[config.mk]
export PLATFORM = sky130hd
export DESIGN_NAME = lru_key_value_cache_top
export DESIGN_NICKNAME = d
export VERILOG_FILES = /design/src/rtl/lkvc_pkg.sv /design/src/rtl/lkvc_ram.sv /design/src/rtl/lru_key_value_cache_top.sv
export SDC_FILE = /design/constraint.sdc
export NUM_CORES = 2
export LEC_CHECK = 0
export BUFFER_PORTS_ARGS = -buffer_cell sky130_fd_sc_hd__buf_2
export CORE_MARGIN = 1
export CORE_UTILIZATION = 55
export CTS_BUF_LIST = sky130_fd_sc_hd__clkbuf_4 sky130_fd_sc_hd__clkbuf_8
export DETAILED_ROUTE_END_ITERATION = 7
export MAX_ROUTING_LAYER = met4
export PLACE_DENSITY = 0.84
export SYNTH_ARGS = -nofsm -noshare
export SYNTH_HDL_FRONTEND = slang
export SYNTH_SLANG_ARGS = --single-unit
[constraint.sdc]
create_clock -name clk -period 9.1 [get_ports clk]
set_clock_uncertainty 0.2 [all_clocks]
set_input_delay 1.82 -clock clk [delete_from_list [all_inputs] [get_ports clk]]
set_output_delay 1.82 -clock clk [all_outputs]
set_load 0.01 [all_outputs]
[src/rtl/lkvc_pkg.sv]
// lkvc_pkg: shared types and constants for the lru key/value cache
// no dependencies
`timescale 1ns / 1ps
`default_nettype none
package lkvc_pkg;
  localparam int ENTRIES = 16;
  localparam int IDX_W = $clog2(ENTRIES);
  localparam int CNT_W = $clog2(ENTRIES + 1);
  localparam int CAP_W = 5;
  localparam logic [CAP_W-1:0] CAP_RESET = CAP_W'(16);
  localparam int KEY_W = 32;
  localparam int VAL_W = 32;

  localparam logic [1:0] ADDR_CAPACITY = 2'd0;

  localparam logic FUNC_GET = 1'b0;
  localparam logic FUNC_SET = 1'b1;

  typedef enum logic [1:0] {
    ST_IDLE,
    ST_READ,
    ST_OUT
  } state_t;
endpackage
`default_nettype wire

[src/rtl/lkvc_ram.sv]
// lkvc_ram: generic single-port-write ram with registered read
// no dependencies
`timescale 1ns / 1ps
`default_nettype none
module lkvc_ram #(
  parameter int WIDTH = 32,
  parameter int DEPTH = 16
) (
  input  wire logic                     clk,
  input  wire logic                     we,
  input  wire logic [$clog2(DEPTH)-1:0] waddr,
  input  wire logic [WIDTH-1:0]         wdata,
  input  wire logic [$clog2(DEPTH)-1:0] raddr,
  output logic      [WIDTH-1:0]         rdata
);
  logic [WIDTH-1:0] mem [DEPTH];

  // write port and registered read port
  always_ff @(posedge clk) begin
    if (we) mem[waddr] <= wdata;
    rdata <= mem[raddr];
  end
endmodule
`default_nettype wire

[src/rtl/lru_key_value_cache_top.sv]
// lru_key_value_cache_top: top level of the lru key/value cache
// uses lkvc_pkg and lkvc_ram (data memory)
`timescale 1ns / 1ps
`default_nettype none
// A fully associative store of ENTRIES key/value pairs with least recently
// used replacement. Keys, valid bits and age ranks live in flip-flops and are
// compared in parallel in the accept cycle; the data lives in a ram with a
// registered read. A request goes through accept and tag match, data read
// and result; new ones wait for idle. The capacity register (address 0)
// limits the entries in use; 0 acts as 1 and values above ENTRIES saturate.
module lru_key_value_cache_top
  import lkvc_pkg::*;
(
  input  wire logic        clk,
  input  wire logic        rst,
  input  wire logic        s_tvalid,
  output logic             s_tready,
  input  wire logic [63:0] s_tdata,  // key[31:0], value[63:32]
  input  wire logic        s_tuser,  // func
  output logic             m_tvalid,
  input  wire logic        m_tready,
  output logic      [39:0] m_tdata,  // read_value[31:0], evicted[32], zero pad
  output logic             m_tuser,  // found
  input  wire logic        psel,
  input  wire logic        penable,
  input  wire logic        pwrite,
  input  wire logic [2:0]  paddr,
  input  wire logic [31:0] pwdata,
  output logic      [31:0] prdata,
  output logic             pready
);
  state_t state, state_next;
  logic [CAP_W-1:0] capacity;
  logic [ENTRIES-1:0] valid;
  logic [KEY_W-1:0] keys [ENTRIES];
  logic [IDX_W-1:0] age [ENTRIES];
  logic [CNT_W-1:0] used_count;
  logic found, evicted, is_get;
  logic [VAL_W-1:0] rdata;

  logic in_acc;
  assign in_acc = s_tvalid && s_tready;
  assign s_tready = (state == ST_IDLE);
  assign pready = 1'b1;
  assign prdata = {{(32-CAP_W){1'b0}}, capacity};

  // configuration write
  always_ff @(posedge clk) begin
    if (rst) capacity <= CAP_RESET;
    else if (psel && penable && pwrite && paddr[2] == 1'b0 && paddr[1:0] == ADDR_CAPACITY)
      capacity <= pwdata[CAP_W-1:0];
  end

  // parallel tag match, victim and free slot search
  logic [KEY_W-1:0] k;
  logic [VAL_W-1:0] v;
  logic hit, full;
  logic [IDX_W-1:0] hit_idx, vic_idx, free_idx, slot;
  logic [IDX_W-1:0] r;
  logic [CNT_W:0] effcap;
  assign k = s_tdata[31:0];
  assign v = s_tdata[63:32];
  always_comb begin
    hit = 1'b0; hit_idx = '0; vic_idx = '0; free_idx = '0;
    for (int i = ENTRIES-1; i >= 0; i--) begin
      if (valid[i] && keys[i] == k) begin hit = 1'b1; hit_idx = IDX_W'(i); end
      if (!valid[i]) free_idx = IDX_W'(i);
      if (valid[i] && age[i] == IDX_W'(used_count - 1'b1)) vic_idx = IDX_W'(i);
    end
    effcap = (capacity == '0) ? (CNT_W+1)'(1) :
             ((CNT_W+1)'(capacity) > (CNT_W+1)'(ENTRIES)) ? (CNT_W+1)'(ENTRIES) :
             (CNT_W+1)'(capacity);
    full = (CNT_W+1)'(used_count) >= effcap;
    slot = hit ? hit_idx : (full ? vic_idx : free_idx);
    r = age[slot];
  end

  logic do_touch, do_ins, do_write, data_we;
  assign do_touch = in_acc && (hit || (s_tuser == FUNC_SET && full && used_count != '0));
  assign do_ins = in_acc && s_tuser == FUNC_SET && !hit && !full;
  assign data_we = in_acc && s_tuser == FUNC_SET && (hit || do_touch || do_ins);
  assign do_write = in_acc && s_tuser == FUNC_SET && !hit;

  // tag, valid and age update
  always_ff @(posedge clk) begin
    if (rst) begin
      valid <= '0; used_count <= '0;
      for (int i = 0; i < ENTRIES; i++) age[i] <= '0;
    end else begin
      if (do_touch) begin
        for (int i = 0; i < ENTRIES; i++)
          if (valid[i] && IDX_W'(i) != slot && age[i] < r) age[i] <= age[i] + 1'b1;
        age[slot] <= '0;
      end else if (do_ins) begin
        for (int i = 0; i < ENTRIES; i++)
          if (valid[i]) age[i] <= age[i] + 1'b1;
        age[slot] <= '0;
        valid[slot] <= 1'b1;
        used_count <= used_count + 1'b1;
      end
    end
  end

  always_ff @(posedge clk) begin
    if (do_write && (do_touch || do_ins)) keys[slot] <= k;
  end

  // request result flags
  always_ff @(posedge clk) begin
    if (in_acc) begin
      found <= hit;
      is_get <= (s_tuser == FUNC_GET);
      evicted <= s_tuser == FUNC_SET && !hit && full && used_count != '0;
    end
  end

  // data memory
  lkvc_ram #(.WIDTH(VAL_W), .DEPTH(ENTRIES)) u_data (
    .clk(clk), .we(data_we), .waddr(slot), .wdata(v), .raddr(slot), .rdata(rdata)
  );

  logic [VAL_W-1:0] out_val;
  always_ff @(posedge clk) begin
    if (state == ST_READ) out_val <= (is_get && found) ? rdata : '0;
  end

  // sequencer next state
  always_comb begin
    state_next = state;
    unique case (state)
      ST_IDLE: if (in_acc) state_next = ST_READ;
      ST_READ: state_next = ST_OUT;
      ST_OUT:  if (m_tready) state_next = ST_IDLE;
      default: state_next = ST_IDLE;
    endcase
  end

  always_ff @(posedge clk) begin
    if (rst) state <= ST_IDLE;
    else state <= state_next;
  end

  // outputs
  always_comb begin
    m_tvalid = (state == ST_OUT);
    m_tdata = {7'b0, evicted, out_val};
    m_tuser = found;
  end
endmodule
`default_nettype wire
After elaboration in Yosys (flattened, before gate mapping)
Memories as Yosys holds them, arrays and structs flattened. A register that Yosys moved wholly into a read port is not among the register bits.
Index checks and enable logic that the tools add are counted.
{"block": "word_totals", "regBits": 63, "mem_bits_rw": 1088, "inputBits": 107, "memories": 3}
{"memory": "keys", "depth": 16, "word_bits": 32, "read_ports": 16, "rd_clocked_by_memory_dff": 0, "write_ports": 1, "line": "lru_key_value_cache_top.sv:35", "rtl": "logic [KEY_W-1:0] keys [ENTRIES];"}
{"memory": "u_data.mem", "depth": 16, "word_bits": 32, "read_ports": 1, "rd_clocked_by_memory_dff": 1, "write_ports": 1, "line": "lkvc_ram.sv:16", "rtl": "logic [WIDTH-1:0] mem [DEPTH];"}
{"memory": "age", "depth": 16, "word_bits": 4, "read_ports": 17, "rd_clocked_by_memory_dff": 0, "write_ports": 17, "line": "lru_key_value_cache_top.sv:36", "rtl": "logic [IDX_W-1:0] age [ENTRIES];"}
{"block": "op_classes", "addsub": 18, "order_cmp": 20, "n_eq_ne": 51, "muxes": 263, "n_bitwise": 37, "n_reduce_logical": 95}
{"op": "32-bit == test", "n": 16}
{"op": "4-bit two-way mux", "n": 83}
{"op": "1-bit two-way mux", "n": 174}
{"op": "1-bit logical AND", "n": 82}
{"op": "4-bit by 1-bit adder with 4-bit output (second input constant)", "n": 16}
{"op": "4-bit == test", "n": 16}
{"op": "4-bit < comparator", "n": 16}
{"op": "1-bit bitwise OR", "n": 33}
{"op": "4-bit inequality test (first input constant)", "n": 8}
{"op": "3-bit by 4-bit inequality test with 1-bit output (first input constant)", "n": 4}
{"op": "16-bit bitwise OR", "n": 1}
{"op": "5-bit two-way mux", "n": 2}
{"op": "2-bit by 4-bit inequality test with 1-bit output (first input constant)", "n": 2}
{"op": "2-bit one-hot mux with 3 select lines", "n": 1}
{"op": "5-bit by 1-bit adder with 5-bit output (second input constant)", "n": 1}
{"op": "5-bit >= comparator", "n": 1}
{"op": "5-bit > comparator (second input constant)", "n": 1}
{"op": "5-bit logical NOT", "n": 1}
{"op": "4-bit by 5-bit < comparator with 1-bit output (second input constant)", "n": 1}
{"op": "5-bit nonzero test", "n": 1}
{"op": "1-bit demux with 4-bit select", "n": 1}
{"op": "4-bit by 1-bit >= comparator with 1-bit output (second input constant)", "n": 1}
{"op": "2-bit logical NOT", "n": 2}
{"op": "1-bit logical OR", "n": 4}
{"op": "other kinds (10)", "n": 16}

Logic depth before layout (Yosys ltp)
{"block": "depth", "ltp_word": 30, "depth_mapped": 29}

Cells and area by module
Synthesis repeated with hierarchy kept, for this count alone.
{"block": "hier_totals", "hier_cells": 3600, "hier_area_um2": 53238.6}
{"module": "lru_key_value_cache_top", "instances": 1, "cells_per_inst": 2762, "area_each_um2": 33403.3}
{"module": "lkvc_ram", "instances": 1, "cells_per_inst": 838, "area_each_um2": 19835.3}

Least setup slack after synthesis
Ideal clock, no wire load.
{"block": "synth_path", "path_type": "input -> register", "start": "input s_tdata[3]", "end": "memory keys[10][0], enable pin", "arrival_ns": 7.815, "slack_ns": 0.583, "stages": 14, "path_buffers": 5, "path_cell_list": "clkbuf_1 > buf_2 > xor2_1 > nor4b_1 > nand4_1 > or4_1 > nand4_1 > or2_2 > o221ai_1 > o21a_1 > clkbuf_1 > buf_1 > clkbuf_1 > nor4_1"}
{"block": "synth_via", "elab_chain_cells": 25}
{"item": "start: declaration", "line": "lru_key_value_cache_top.sv:18", "rtl": "input wire logic [63:0] s_tdata,"}
{"item": "32-bit == test", "line": "lru_key_value_cache_top.sv:66", "rtl": "if (valid[i] && keys[i] == k) begin hit = 1'b1; hit_idx = IDX_W'(i); end"}
{"item": "1-bit logical AND", "line": "lru_key_value_cache_top.sv:66"}
{"item": "1-bit two-way mux (16 in a row)", "line": "lru_key_value_cache_top.sv:66"}
{"item": "1-bit logical NOT", "line": "lru_key_value_cache_top.sv:80, lru_key_value_cache_top.sv:82"}
{"item": "1-bit logical AND", "line": "lru_key_value_cache_top.sv:80, lru_key_value_cache_top.sv:82"}
{"item": "1-bit logical AND", "line": "lru_key_value_cache_top.sv:80", "rtl": "assign do_ins = in_acc && s_tuser == FUNC_SET && !hit && !full;"}
{"item": "1-bit logical OR", "line": "lru_key_value_cache_top.sv:105", "rtl": "if (do_write && (do_touch || do_ins)) keys[slot] <= k;"}
{"item": "1-bit logical AND", "line": "lru_key_value_cache_top.sv:105"}
{"item": "1-bit two-way mux", "line": "lru_key_value_cache_top.sv:105"}
{"item": "1-bit two-way mux (not written as such)", "line": "lru_key_value_cache_top.sv:105"}
{"item": "end: declaration", "line": "lru_key_value_cache_top.sv:35"}
Several ways; a longest one is shown, not always the timed one.

==> flow_summary.toml <==
[outcome]
status = "finished, violations left"
violations = "design-rule violations"

[global_routing]
overflow = 0
grtUsageTotal_pct = 28.7
top_usage_layer = "met2"
antenna_found_initial = 6
grt_util_met1_pct = 36.4
use_met3_pct = 6.10
grt_max_degree = 121
grt_use_met2_pct = 44.4
grt_pass1_vias = 35400
grt_pass1_wl_um = 209000

[power_and_ir_drop]
p_per_area_mw_per_mm2 = 188
p_clk_share_pct = 39.9
comb_power_share_pct = 6.9
vdd_ir_drop_max_mv = 0.194
switching_power_uw = 2740
swShare_pct = 24.1
power_frac_seq_pct = 53.2
intPower_uw = 8630
leakage_uw = 0.0202

[layout]
register_area_mm2 = 0.0343
syn_to_final_growth_pct = 11.9
final_cells = 5639
drive_above_1_share_pct = 14.6
multi_input_area_mm2 = 0.0186
fin_nets = 4383
fill_cells = 6875

[critical_path]
start_kind = "input port"
cp.arrival_ns = 8.29
critPathSlowestCell = "or4_1"
path_cells = "buf_2 -> xor2_1 -> nor4_1 -> nand4_1 -> or4_1 -> nand2_1 -> o211ai_1 -> o221ai_1 -> o21a_1 -> buf_4 -> nand2_1 -> and3_1 -> a31oi_1 -> mux2i_1 -> mux2_2 -> ha_1 -> a21oi_1 -> nor2b_1 -> or4b_1 -> o31a_1 -> nor2_1 -> xnor2_1 -> nor3_1"
path_common_cell = "nand2_1"
crit_type = "in -> reg"
critPathCaptureType = "flop"
cp_max_fo = 22
critical_path_required_ns = 9.63
slowest_delay_ns = 0.74

[routing]
drt_iter0_markers = 4314
wl_per_cell_um = 24.7
drc_errors = 34
postRouteAntennaNets = 0
first_pass_iters = 8
vias = 35700
routed_wl_um = 139000
viasPerCell = 6.32

[yosys]
synth_edf_count = 1059
ys_types = 85
synthArstFlopShare_pct = 0
synth_area_mm2 = 0.0540
ys_ff_latch = 1183
synth_warnings = 0
synth_common_cells = "edfxtp_1 (1,059), xor2_1 (412), a211oi_1 (250)"
yosysMostFrequentCell = "edfxtp_1"
avgSynthCellArea_um2 = 13.6
synth_top_cell_by_area = "edfxtp_1"
synth_top_flop_cell = "edfxtp_1"
synth_top_area_share_pct = 58.9
ys_seq_area_share_pct = 63.5
synthTopCellsByArea = "edfxtp_1 (59%), xor2_1 (6.7%), dfxtp_1 (4.6%), a211oi_1 (3.5%), mux2i_1 (2.9%)"
syn_inst = 3977

[timing]
hold_violations = 0
tightest_slew_ns = 1.19
setup-tns-final_ns = 0
fin_crit_sh_pct = 85.3
slew_violations = 0
relSlewSlack_pct = 20.5
setup_violations = 0
rsz0062_at_grt = "no"
fmax_mhz = 129
fin_crit_ns = 7.76

[clock_tree]
root_buffer = "clkbuf_8"
clock_latency_ns = 0.91
cts.repair.resized = 0
h-tree-depth = 4
cts_tree = "built"
post-cts-setup-buffer-count = 0
hold_buffers = 0
clock-sinks = 1183
cts_made_buffers = 184
clkTransAtPathRegs_ns = 0.06
clockBufferDepth = 3

[place]
placed_cells = 5294
portBuffers = 120
hpwl_um = 83200
routabilityCongestion = 0.944

[floorplanning]
dieArea_mm2 = 0.0994
die_y_um = 315
core_area_mm2 = 0.0970
initial_core_util_pct = 55.7
rows = 114
io_pins = 183
die_w_um = 315

[min_path]
hold_path_class = "reg -> reg"

[flow_run]
max_cap_violations = 0
## path summary, 6_finish.rpt
check	cells past startpoint	start	slack [ns]	to
hold reg to reg	2	age[8][2]$_SDFFE_PP0P_	0.31	age[8][2]$_SDFFE_PP0P_
hold / removal	2	age[8][2]$_SDFFE_PP0P_	0.31	age[8][2]$_SDFFE_PP0P_
setup / recovery	23	s_tdata[7]	1.34	age[13][3]$_SDFFE_PP0P_
setup reg to reg	17	used_count[0]$_SDFFE_PP0P_	1.87	u_data.rdata[25]$_DFF_P_
## routing by layer
layer  part of all wire, %  up-vias
met4                   4.4        0
met1                    38    17400
li1                      -    15600
met3                    11      430
met2                    47     2123
met5                     0        -
## worst max-delay path: cells and delay by family
kind            cells  cell delay (ns)
buf+inv             2             1.03
simple gates       10             2.49
mux                 2             0.57
xor+xnor            2             0.33
compound gates      6             1.75
fa+ha+maj           1             0.27
## layout make-up
| cell class | instances | area share [%] |
|---|---|---|
| clock inverter | 80 | 1.07 |
| tap | 1276 | 2.64 |
| antenna | 11 | 0.0456 |
| multi-input combinational | 2511 | 30.8 |
| timing repair buffer | 275 | 3.31 |
| inverter | 49 | 0.304 |
| sequential | 1183 | 56.7 |
| clock buffer | 254 | 5.12 |
## flip-flops by register name (all words and copies together) (netlist names)
register	count
state	2
evicted	1
out_val	32
capacity	5
valid	16
used_count	5
age	64
is_get	1
keys	512
u_data.mem	512
u_data.rdata	32
m_tuser	1
## layout by cell type, fill, tap and decap left out, types with 23 or more instances in the layout
master    synthesis  routed
edfxtp_1       1059    1059
xor2_1          412     412
a211oi_1        250     250
a21oi_1         216     216
clkbuf_8          0     190
nor4_1          167     165
mux2i_1         159     159
xnor2_1         149     149
nand2_1         144     144
buf_4            39     136
dfxtp_1         124     124
buf_2            97     120
and2_0          117     117
nor2_1          125      97
nand4_1          81      81
ha_1             72      72
clkbuf_4          0      64
nand3_1          63      63
and3_1           59      59
nor3_1           57      57
inv_1            46      46
clkinv_1          1      38
conb_1            2      35
and2_1           31      31
o211ai_1         26      26
xnor3_1          24      24
a21o_1           23      23
## metrics by stage
stage	hold WS, ns	instance area [um2]	setup slack [ns]	total power, uW	utilization [%]
CTS	0.311	60400	1.49	11400	62.3
detailed placement	0.301	56600	0.680	6920	58.4
global placement	0.290	56600	0.812	6890	58.4
floorplan	0.265	54100	0.583	6630	-
finish	0.313	60400	1.34	11400	62.3
global route	0.336	60400	1.12	11700	62.3
## power by group through the flow
stage,registers [uW],clock network [uW],logic [uW]
after floorplan,6140,0,492
after global placement,6160,0,732
after detailed placement,6160,0,760
after CTS,6050,4580,767
after global routing,6050,4820,841
final,6050,4540,780
## cells by family after synthesis
family / count (synthesis) / share of synthesized area (%)
buffers and inverters: 316 / 2.72
muxes: 164 / 3.07
DFF: 1183 / 63.5
adders and majority gates: 72 / 1.67
and+or+nand+nor: 986 / 10.3
xor gates and xnor gates: 588 / 10.2
other: 2 / 0.0139
AOI/OAI and AO/OA: 666 / 8.46
(Power assumes the default switching activity.)
